$ cat config.mk
export PLATFORM = sky130hd
export DESIGN_NAME = rtm_queue
export DESIGN_NICKNAME = d
export VERILOG_FILES = /design/src/hdl/rtm_pkg.sv /design/src/hdl/rtm_queue.sv
export SDC_FILE = /design/constraint.sdc
export NUM_CORES = 1
export LEC_CHECK = 0
export BUFFER_PORTS_ARGS = -buffer_cell sky130_fd_sc_hd__buf_2
export CAP_MARGIN = 0
export CORE_ASPECT_RATIO = 0.7
export CORE_MARGIN = 3
export CORE_UTILIZATION = 30
export DETAILED_ROUTE_END_ITERATION = 7
export PLACE_DENSITY_LB_ADDON = 0.12
export SYNTH_ARGS = -nofsm -noshare
export SYNTH_HDL_FRONTEND = slang
export SYNTH_SLANG_ARGS = --single-unit
$ cat constraint.sdc
create_clock -name i_clk -period 6.5 [get_ports i_clk]
set_input_delay 1.3 -clock i_clk [delete_from_list [all_inputs] [get_ports i_clk]]
set_output_delay 1.3 -clock i_clk [all_outputs]
set_load 0.02 [all_outputs]
$ cat src/hdl/rtm_pkg.sv
// ----------------------------------------------------------------------------
// Rotozoom texture mapper package
// Shared types and constants of the front end, command queue and back end.
// ----------------------------------------------------------------------------
package rtm_pkg;

    localparam int SCREEN_WIDTH  = 320;
    localparam int SCREEN_HEIGHT = 200;
    localparam int SINE_ENTRIES  = 256;
    localparam int TEX_DEPTH     = 65536;

    localparam logic [8:0] COL_LAST = 9'(SCREEN_WIDTH - 1);
    localparam logic [7:0] ROW_LAST = 8'(SCREEN_HEIGHT - 1);

    localparam logic [7:0] COS_OFFSET   = 8'd64;
    localparam logic [9:0] RECIP3       = 10'd683;
    localparam int         RECIP3_SHIFT = 11;

    localparam int QUEUE_DEPTH = 4;
    localparam int QPTR_W      = $clog2(QUEUE_DEPTH);
    localparam int QCNT_W      = $clog2(QUEUE_DEPTH + 1);

    localparam int OUT_DEPTH = 2;

    typedef enum logic [1:0] {
        KIND_TEXEL = 2'd0,
        KIND_SINE  = 2'd1,
        KIND_FRAME = 2'd2,
        KIND_PIXEL = 2'd3
    } t_kind;

    typedef enum logic [1:0] {
        ST_RUN,
        ST_FRM_LO,
        ST_FRM_HI
    } t_back_state;

    typedef struct packed {
        t_kind       kind;
        logic [15:0] tex_addr;
        logic [7:0]  tex_value;
        logic [7:0]  sine_idx;
        logic [8:0]  sine_value;
        logic [7:0]  u_idx;
        logic [7:0]  v_idx;
        logic [7:0]  sin_idx;
        logic [7:0]  cos_idx;
    } t_cmd;

    typedef struct packed {
        logic [7:0] colour;
        logic [8:0] column;
        logic [7:0] row;
        logic       row_end;
        logic       frame_end;
    } t_pix;

endpackage

$ cat src/hdl/rtm_queue.sv
// ----------------------------------------------------------------------------
// Rotozoom texture mapper command queue
// Short first-in first-out queue between the front end and the back end.
// ----------------------------------------------------------------------------
module rtm_queue (
    input  logic          i_clk,
    input  logic          i_rst_n,
    input  logic          i_push_valid,
    output logic          o_push_ready,
    input  rtm_pkg::t_cmd i_cmd,
    output logic          o_pop_valid,
    input  logic          i_pop_ready,
    output rtm_pkg::t_cmd o_cmd
);
    import rtm_pkg::*;

    t_cmd              r_mem [QUEUE_DEPTH];
    logic [QPTR_W-1:0] r_wp;
    logic [QPTR_W-1:0] r_rp;
    logic [QCNT_W-1:0] r_cnt;
    logic [QPTR_W-1:0] n_wp;
    logic [QPTR_W-1:0] n_rp;
    logic              push;
    logic              pop;

    assign o_push_ready = (r_cnt != QCNT_W'(QUEUE_DEPTH));
    assign o_pop_valid  = (r_cnt != '0);
    assign o_cmd        = r_mem[r_rp];
    assign push         = i_push_valid && o_push_ready;
    assign pop          = o_pop_valid && i_pop_ready;
    assign n_wp = (r_wp == QPTR_W'(QUEUE_DEPTH - 1)) ? '0 : r_wp + QPTR_W'(1);
    assign n_rp = (r_rp == QPTR_W'(QUEUE_DEPTH - 1)) ? '0 : r_rp + QPTR_W'(1);

    always_ff @(posedge i_clk) begin
        if (push) begin
            r_mem[r_wp] <= i_cmd;
        end
    end

    always_ff @(posedge i_clk) begin
        if (!i_rst_n) begin
            r_wp  <= '0;
            r_rp  <= '0;
            r_cnt <= '0;
        end else begin
            if (push) begin
                r_wp <= n_wp;
            end
            if (pop) begin
                r_rp <= n_rp;
            end
            case ({push, pop})
                2'b10:   r_cnt <= r_cnt + QCNT_W'(1);
                2'b01:   r_cnt <= r_cnt - QCNT_W'(1);
                default: r_cnt <= r_cnt;
            endcase
        end
    end

endmodule

==> out/qor.yml, run 1 <==
grt_max_degree: 58
num_antenna_cells: 0
hold_slack_ps: 512.9
stdcell_area_um2: 13750
period_share: 0.6156
dp_cells: 1071
fmax_mhz: 249.9
syn_inst: 447
clockRootBuffer: "clkbuf_16"
rsz0062_at_grt: "no"
cts_hold_buffers: 0
cp.arrival_ps: 2700
io_pins: 156
finalClockSkew_ps: 23.44
synth-seq-cells: 309
p_leak_uw: 0.004554
fin_cells: 1129
post_dp_cell_area_um2: 12640
fp.dieH_um: 168.5
setup_tns_ps: 0
clkTransAtPathRegs_ps: 60
grt_overflow: 0
outcome: "completed"
hold_depth: 2
cts_sinks: 309
rrSetupSlack_ps: 3910
fp.coreArea_um2: 36580
row_count: 58
nNetsFinal: 710
worstMarginPinSlew_ps: 949.2
gp_congestion: 0.6886
layout_commonest_cell: "edfxtp_1"
start_util: 0.3094
drt_iter0_markers: 228
cts_repair_resize_count: 0
fin_crit_ps: 4001
required_ps: 5200
vias_per_cell: 4.570
antenna_found_initial: 7
ant_nets: 0
drt-total-wl_um: 23550
grt_usage: 0.1177
finalHoldViolations: 0
final_cell_mix: "edfxtp_1 (300), buf_2 (155), mux4_2 (75)"
synth.distinct_cells: 26
critPathMaxFanout: 30
path_class: "flop to primary output"
slew_violations: 0
cts_tree: "built"
grt_pass1_vias: 5714
cts_buffer_depth: 3
drive_gt1_frac: 0.4545
wl_per_cell_um: 20.86
relSlewSlack: 0.3672
hpwl_um: 13780
synth_seq_area_share: 0.8121
netlist_area_um2: 11310
clock_latency_ps: 570
die_area_um2: 40120
final_util: 0.3760
die_w_um: 238.1
cp-end-kind: "primary output"
grt_pass1_wl_um: 35960
synth_nets: 533
p_per_area_nw_per_um2: 410.6
port_buffers: 155
vias: 5160
first_pass_iters: 6
maxCapViolCount: 0
synth.avg_cell_area_um2: 25.31
area_growth_pct: 21.55
cts_made_buffers: 31
ff2ff_path_depth: 9
crit_path_start_kind: "flop"
finalSetupViolations: 0
vdd_drop_max_mv: 0.1803
yosys_warnings: 0
hp-class: "flop to flop"
post_cts_buffers: 0
cts.htree.levels: 1
drcViolationCount: 0
==> where the power goes <==
| part | total, uW | internal [uW] | switching, uW |
|---|---|---|---|
| clock | 1920 | 1190 | 735 |
| combinational | 1220 | 510 | 713 |
| sequential | 2500 | 2400 | 99.6 |
==> cells by family after synthesis <==
family	Yosys count	synth area share
flip-flops	309	0.8121
multiplexers	76	0.1502
buffers and inverters	25	0.01349
AND/OR/NAND/NOR	21	0.01073
AO/OA/AOI/OAI	7	0.003539
adder cells (fa/ha/maj)	7	0.008404
XOR/XNOR	2	0.001548
==> worst max-delay path, stage by stage, from the launching register on <==
cell and delay, ps:
dfxtp_4 760, buf_4 590, mux4_2 600, buf_2 180
==> cells in the mapped netlist <==
library cell    n  area share
edfxtp_1      300        0.80
mux4_2         75        0.15
dfxtp_1         9       0.016
buf_2           8      0.0035
inv_1           7      0.0023
buf_6           6      0.0060
ha_1            6      0.0066
nand2_1         6      0.0020
and3_2          4      0.0027
o21ai_0         4      0.0018
clkbuf_1        3      0.0010
and2_1          2      0.0011
nand3_1         2     0.00088
nor2_1          2     0.00066
or3_2           2      0.0013
a21boi_0        1     0.00066
and2_4          1     0.00077
buf_4           1     0.00066
fa_1            1      0.0018
mux2i_1         1     0.00088
nand4_1         1     0.00055
o21ai_1         1     0.00044
o31ai_1         1     0.00066
or3b_1          1     0.00077
xnor2_1         1     0.00077
xor2_1          1     0.00077
==> final timing paths <==
path	startpoint	endpoint
max	flop	o_cmd[42]
max reg2reg	r_cnt[1]$_SDFFE_PN0P_	r_cnt[2]$_SDFFE_PN0P_
min	r_wp[0]$_SDFFE_PN0P_	r_wp[0]$_SDFFE_PN0P_
min reg2reg	r_wp[0]$_SDFFE_PN0P_	r_wp[0]$_SDFFE_PN0P_
==> metrics by stage <==
stage	total power, uW	worst slack (ps)
floorplan	3383	3690
global placement	3794	2903
detailed placement	3811	2926
CTS	5756	2319
global route	5937	2222
finish	5647	2499
==> registers in the layout, indices dropped and copies added, names as in the netlist, named ones only <==
| signal | flops |
|---|---|
| r_cnt | 3 |
| r_wp | 2 |
| r_rp | 2 |
| r_mem | 300 |
==> final cells by class <==
class / count / area [um^2]
fill: 3366 / 22820
sequential: 309 / 9196
multi-input combinational: 113 / 1988
timing repair buffer: 162 / 828.3
clock buffer: 33 / 783.3
tap: 480 / 600.6
clock inverter: 25 / 330.3
inverter: 7 / 26.28
==> per-layer routing <==
metal / up-vias / global-route usage / routed length [um]
li1: 2263 / - / -
met1: 2709 / 0.1661 / 10830
met2: 123 / 0.1799 / 10750
met3: 53 / 0.03762 / 1418
met4: 12 / 0.02522 / 476
met5: - / 0 / 73
No activity file was read; power rests on OpenSTA's default activity.
==> inputs of run 2 (changes only) <==
clock period = 3.4 ns   (was 6.5 ns; I/O delays follow)
==> run 2 against run 1 <==
- count of clock-buffer cells in the layout rose by 1
- non-clock buffer count rose by 4
- core utilization fell by 0.058 points
- hold slack got worse by 170 ps
- critical path depth is the same
- final area is 0.15% lower
- die area stayed put
- sequential power increased by 88%
- clock power up 69%
- critical path type unchanged
- largest power group unchanged
==> out/qor.yml, run 2 (same netlist as run 1, synthesis figures left out) <==
grt_overflow: 0  # unchanged
nNetsFinal: 714  # +0.56%
crit_path_start_kind: "flop"
grt_max_degree: 46  # -21%
vias_per_cell: 4.525  # -0.99%
post_dp_cell_area_um2: 12760  # +0.93%
switching_power_uw: 2899  # +87%
slew_violations: 0  # unchanged
period_share: 0.8330
die_w_um: 238.1  # unchanged
required_ps: 2720  # -2480 ps
clkTransAtPathRegs_ps: 60  # about the same
finalHoldViolations: 0  # unchanged
cp.arrival_ps: 2150  # -550 ps
cts_repair_resize_count: 0  # unchanged
post_cts_buffers: 0  # unchanged
drcViolationCount: 0  # unchanged
p_leak_uw: 0.004533  # -0.48%
gr-max-usage-layer: "met2"
cts_sinks: 309  # unchanged
hold_slack_ps: 340.2  # -172.7 ps
maxCapViolCount: 0  # unchanged
ant_nets: 0  # unchanged
first_pass_iters: 4  # -2
cts_hold_buffers: 0  # unchanged
setup_tns_ps: 0  # unchanged
drt_iter0_markers: 184  # -19%
cts_made_buffers: 31  # unchanged
grt_pass1_wl_um: 34940  # -2.8%
p_clk_frac: 0.311  # -0.030
critPathMaxFanout: 32  # +6.7%
rsz0062_at_grt: "no"
fp.coreArea_um2: 36580  # unchanged
gr-usage-met3: 0.04186  # +0.004235
reg_top3: "r_mem x300, r_cnt x3"
rrSetupSlack_ps: 830  # -3080 ps
hold_depth: 1  # -1
gr-usage-met2: 0.1832  # +0.003273
p_per_area_nw_per_um2: 757.3  # +84%
seq_power_share: 0.453  # +0.010
grt_usage: 0.1144  # -0.003319
fmax_mhz: 353.1
cp-end-kind: "primary output"
combPwrFrac: 0.236  # +0.019
switching_share: 0.2788  # +0.004737
p_int_uw: 7500  # +83%
row_count: 58  # unchanged
io_pins: 156  # unchanged
largest_register_ffs: 300  # unchanged
vdd_drop_max_mv: 0.3795  # +110%
layout_commonest_cell: "edfxtp_1"
final_cell_mix: "edfxtp_1 (300), buf_2 (155), mux4_2 (75)"
power_uw: 10400  # +84%
min-delay-start: "i_cmd[26]"
gp_congestion: 0.6686  # -2.9%
hp-class: "primary input to flop"
clock_latency_ps: 550  # -20 ps
finalClockSkew_ps: 5.287  # -18.15 ps
clockRootBuffer: "clkbuf_16"
path_class: "flop to primary output"
cts_tree: "built"
port_buffers: 155  # unchanged
multiInputGateArea_um2: 1988  # unchanged
vias: 5118  # -0.81%
relSlewSlack: 0.6225  # +0.2553
cts_buffer_depth: 3  # unchanged
drt-total-wl_um: 22900  # -2.8%
start_util: 0.3094  # unchanged
stdcell_area_um2: 13730  # -0.15%
hold_end: "r_mem[3][26]$_DFFE_PP_"
grt.met1_usage: 0.1509  # -0.01519
worstMarginPinSlew_ps: 566.2  # -382.9 ps
regArea_um2: 9196  # unchanged
hpwl_um: 13730  # -0.35%
outcome: "completed"
grt_pass1_vias: 5797  # +1.5%
area_growth_pct: 21.36
fp.dieH_um: 168.5  # unchanged
antenna_found_initial: 6  # -1
worstReg2RegEnd: "r_cnt[2]$_SDFFE_PN0P_"
drive_gt1_frac: 0.4538  # -0.0006993
fill_cells: 3365  # -0.030%
largest-register: "r_mem"
fin_crit_ps: 2832
die_area_um2: 40120  # unchanged
cts.htree.levels: 1  # unchanged
r2r-start: "r_cnt[2]$_SDFFE_PN0P_"
final_util: 0.3754  # -0.0005810
ff2ff_path_depth: 9  # unchanged
finalSetupViolations: 0  # unchanged
wl_per_cell_um: 20.25  # -2.9%
run 2: cell count changes in the layout (fill, tap and decap cells not counted), sizes merged:
cell	before	now
diode	0	1
inv	8	9
clkbuf	33	34
buf	162	166
bufinv	8	3
run 2: metal layers:
| metal | wire (um) | part of all wire |
|---|---|---|
| met1 | 9965 | 0.44 |
| met2 | 10720 | 0.47 |
| met3 | 1686 | 0.074 |
| met4 | 461 | 0.020 |
| met5 | 69 | 0.0030 |
run 2: how the worst max path moves through the flow:
stage / cells past startpoint / to / slack [ps] / from
6_report: 3 / o_cmd[74] / 570 / flop
5_1_grt: 3 / o_cmd[74] / 460 / flop
4_1_cts: 3 / o_cmd[74] / 450 / flop
3_5_place_dp: 9 / r_cnt[2]$_SDFFE_PN0P_ / 840 / r_cnt[2]$_SDFFE_PN0P_
3_3_place_gp: 9 / r_cnt[2]$_SDFFE_PN0P_ / 960 / r_cnt[2]$_SDFFE_PN0P_
2_1_floorplan: 10 / r_cnt[2]$_SDFFE_PN0P_ / 1020 / r_cnt[2]$_SDFFE_PN0P_
run 2: metrics by stage:
stage	std cells	setup WS (ps)
final	1131	567.9
after global routing	1130	457.7
after CTS	1130	453.4
after detailed placement	1075	840.5
after global placement	1075	959.1
after floorplan	447	1019
run 2: cell type report:
class / instances / share of cell area
flip-flops and latches: 309 / 0.6697
multi-input cells: 113 / 0.1448
repair buffers: 166 / 0.06888
clock buffers: 34 / 0.05731
well taps: 480 / 0.04374
clock inverters: 21 / 0.01349
inverters: 7 / 0.001913
diodes: 1 / 0.0001822
run 2: worst max-delay path, stage by stage, from the launching register on:
cell and delay [ps]:
dfxtp_4 710, buf_12 300, mux4_2 390, buf_2 190
run 2: power by group through the flow:
stage	clock [uW]	sequential (uW)	combinational (uW)
after CTS	3370	4720	2540
after global routing	3540	4750	2660
after global placement	0	4770	2520
after floorplan	0	4730	1730
final	3240	4710	2450
after detailed placement	0	4800	2530
==> inputs of run 3 (changes only) <==
clock period = 2.66 ns   (was 3.4 ns; I/O delays follow)
==> run 3 against run 2 <==
- sequential power is 28% higher
- die area unchanged
- power rose by 27%
- highest routed layer unchanged
- clock skew up 3.1 ps
- critical path depth is the same
- routed wire length fell by 0.31%
- first-iteration DRC count grew 94%
- count of clock-buffer cells in the layout is 3 higher
- hold slack worse by 150 ps
- clock power rose by 22%
==> out/qor.yml, run 3 (same netlist as run 1, synthesis figures left out) <==
outcome: "completed"
drt_iter0_markers: 357  # +94%
critPathMaxFanout: 26  # -19%
grt_max_degree: 49  # +6.5%
cp.arrival_ps: 2010  # -140 ps
grt_overflow: 0  # unchanged
clock_latency_ps: 560  # about the same
relSlewSlack: 0.5841  # -0.03844
path_class: "flop to primary output"
finalSetupViolations: 0  # unchanged
first_pass_iters: 4  # unchanged
drcViolationCount: 0  # unchanged
largest_register_ffs: 300  # unchanged
slew_violations: 0  # unchanged
rsz0062_at_grt: "no"
row_count: 58  # unchanged
io_pins: 156  # unchanged
drive_gt1_frac: 0.4574  # +0.003601
dp_cells: 1079  # +0.37%
ant_nets: 0  # unchanged
setup_tns_ps: 0  # unchanged
post_dp_cell_area_um2: 12850  # +0.73%
combPwrFrac: 0.245  # +0.009
period_share: 0.9569
area_growth_pct: 21.94
crit_path_start_kind: "flop"
clkTransAtPathRegs_ps: 60  # about the same
cts_buffer_depth: 3  # unchanged
hold_slack_ps: 186.8  # -153.4 ps
p_leak_uw: 0.004549  # +0.36%
fin_cells: 1138  # +0.62%
cp_num_buf_inv: 2  # unchanged
grt_pass1_wl_um: 34780  # -0.46%
vias: 5167  # +0.96%
grt_pass1_vias: 5755  # -0.72%
reg_top3: "r_mem x300, r_cnt x3"
vdd_drop_max_mv: 0.4224  # +11%
start_util: 0.3094  # unchanged
layout_commonest_cell: "edfxtp_1"
hpwl_um: 14260  # +3.8%
largest-register: "r_mem"
vias_per_cell: 4.540  # +0.34%
die_w_um: 238.1  # unchanged
switching_power_uw: 3727  # +29%
cts_sinks: 309  # unchanged
fill_cells: 3360  # -0.15%
p_int_uw: 9481  # +26%
grt_usage: 0.1143  # about the same
p_per_area_nw_per_um2: 957.3  # +26%
cp_cell_sequence: "buf_12, mux4_2, buf_2"
gp_congestion: 0.6957  # +4.1%
fp.coreArea_um2: 36580  # unchanged
seq_power_share: 0.456  # +0.003
rrSetupSlack_ps: 180  # -650 ps
stdcell_area_um2: 13800  # +0.47%
slowest_stage: "mux4_2"
final_cell_mix: "edfxtp_1 (300), buf_2 (155), mux4_2 (75)"
nNetsFinal: 721  # +0.98%
required_ps: 2130  # -590 ps
finalHoldViolations: 0  # unchanged
num_antenna_cells: 0  # -1
fin_crit_ps: 2545
p_clk_frac: 0.299  # -0.012
hp-class: "primary input to flop"
cts_made_buffers: 31  # unchanged
fp.dieH_um: 168.5  # unchanged
cp_top_family: "multiplexers"
cts_hold_buffers: 0  # unchanged
cp-end-kind: "primary output"
wl_per_cell_um: 20.06  # -0.92%
maxCapViolCount: 0  # unchanged
finalClockSkew_ps: 8.434  # +3.146 ps
die_area_um2: 40120  # unchanged
cts_tree: "built"
switching_share: 0.2822  # +0.003403
port_buffers: 155  # unchanged
worstMarginPinSlew_ps: 618.6  # +52.36 ps
clockRootBuffer: "clkbuf_16"
power_uw: 13210  # +27%
fmax_mhz: 392.9
cts.htree.levels: 1  # unchanged
cpPeakStageDelay_ps: 580  # -130 ps
antenna_found_initial: 4  # -2
drt-total-wl_um: 22830  # -0.31%
run 3: cell count changes in the layout (fill, tap and decap cells not counted), sizes merged:
cell,delta
buf,+7
bufinv,-2
clkbuf,+3
clkinv,-1
clkinvlp,+3
diode,-1
inv,-2
run 3: worst reg2reg max path: stages (launching register included):
cell and delay, ps:
dfxtp_1 390, or3b_1 400, and2_4 190, inv_1 50
ha_1 180, inv_1 60, fa_1 370, xor2_1 160
or3_2 400, a21boi_0 190
run 3: final cells by class:
type                    count  area (um^2)  share of cell area
multi-input cells         113         1988              0.1441
clock inverters            19        126.4            0.009159
flip-flops and latches    309         9196              0.6665
repair buffers            173         1061             0.07690
inverters                   7        26.28            0.001904
well taps                 480        600.6             0.04353
clock buffers              37        798.3             0.05786
run 3: worst paths after layout:
kind / from / endpoint / depth (start not counted)
worst min register to register: r_wp[1]$_SDFFE_PN0P_ / r_wp[1]$_SDFFE_PN0P_ / 2
worst max register to register: r_cnt[2]$_SDFFE_PN0P_ / r_cnt[2]$_SDFFE_PN0P_ / 9
worst min-delay path: i_cmd[69] / r_mem[3][69]$_DFFE_PP_ / 1
worst max-delay path: flop / o_cmd[74] / 3
run 3: power by group through the flow:
stage	registers [uW]	clock network, uW	logic, uW
after floorplan	6050	0	2210
after global placement	6130	0	3260
after detailed placement	6170	0	3280
after CTS	6030	4100	3360
after global routing	6060	4310	3520
final	6020	3950	3240
run 3: repair_timing:
action / in CTS / in global routing
setup endpoints to repair: 65 / 0
setup buffers: 3 / 0
gates resized for setup: 0 / 0
run 3: routing by layer:
layer  GRT usage  share of wire
met3     0.03697          0.073
met1      0.1570           0.44
met5           0         0.0021
met2      0.1790           0.46
met4     0.02548          0.020
run 3: stage by stage:
stage	utilization	worst slack, ps
floorplan	-	278.6
global placement	0.3513	340.8
detailed placement	0.3513	201.7
CTS	0.3772	38.79
global route	0.3772	9.920
finish	0.3772	114.6
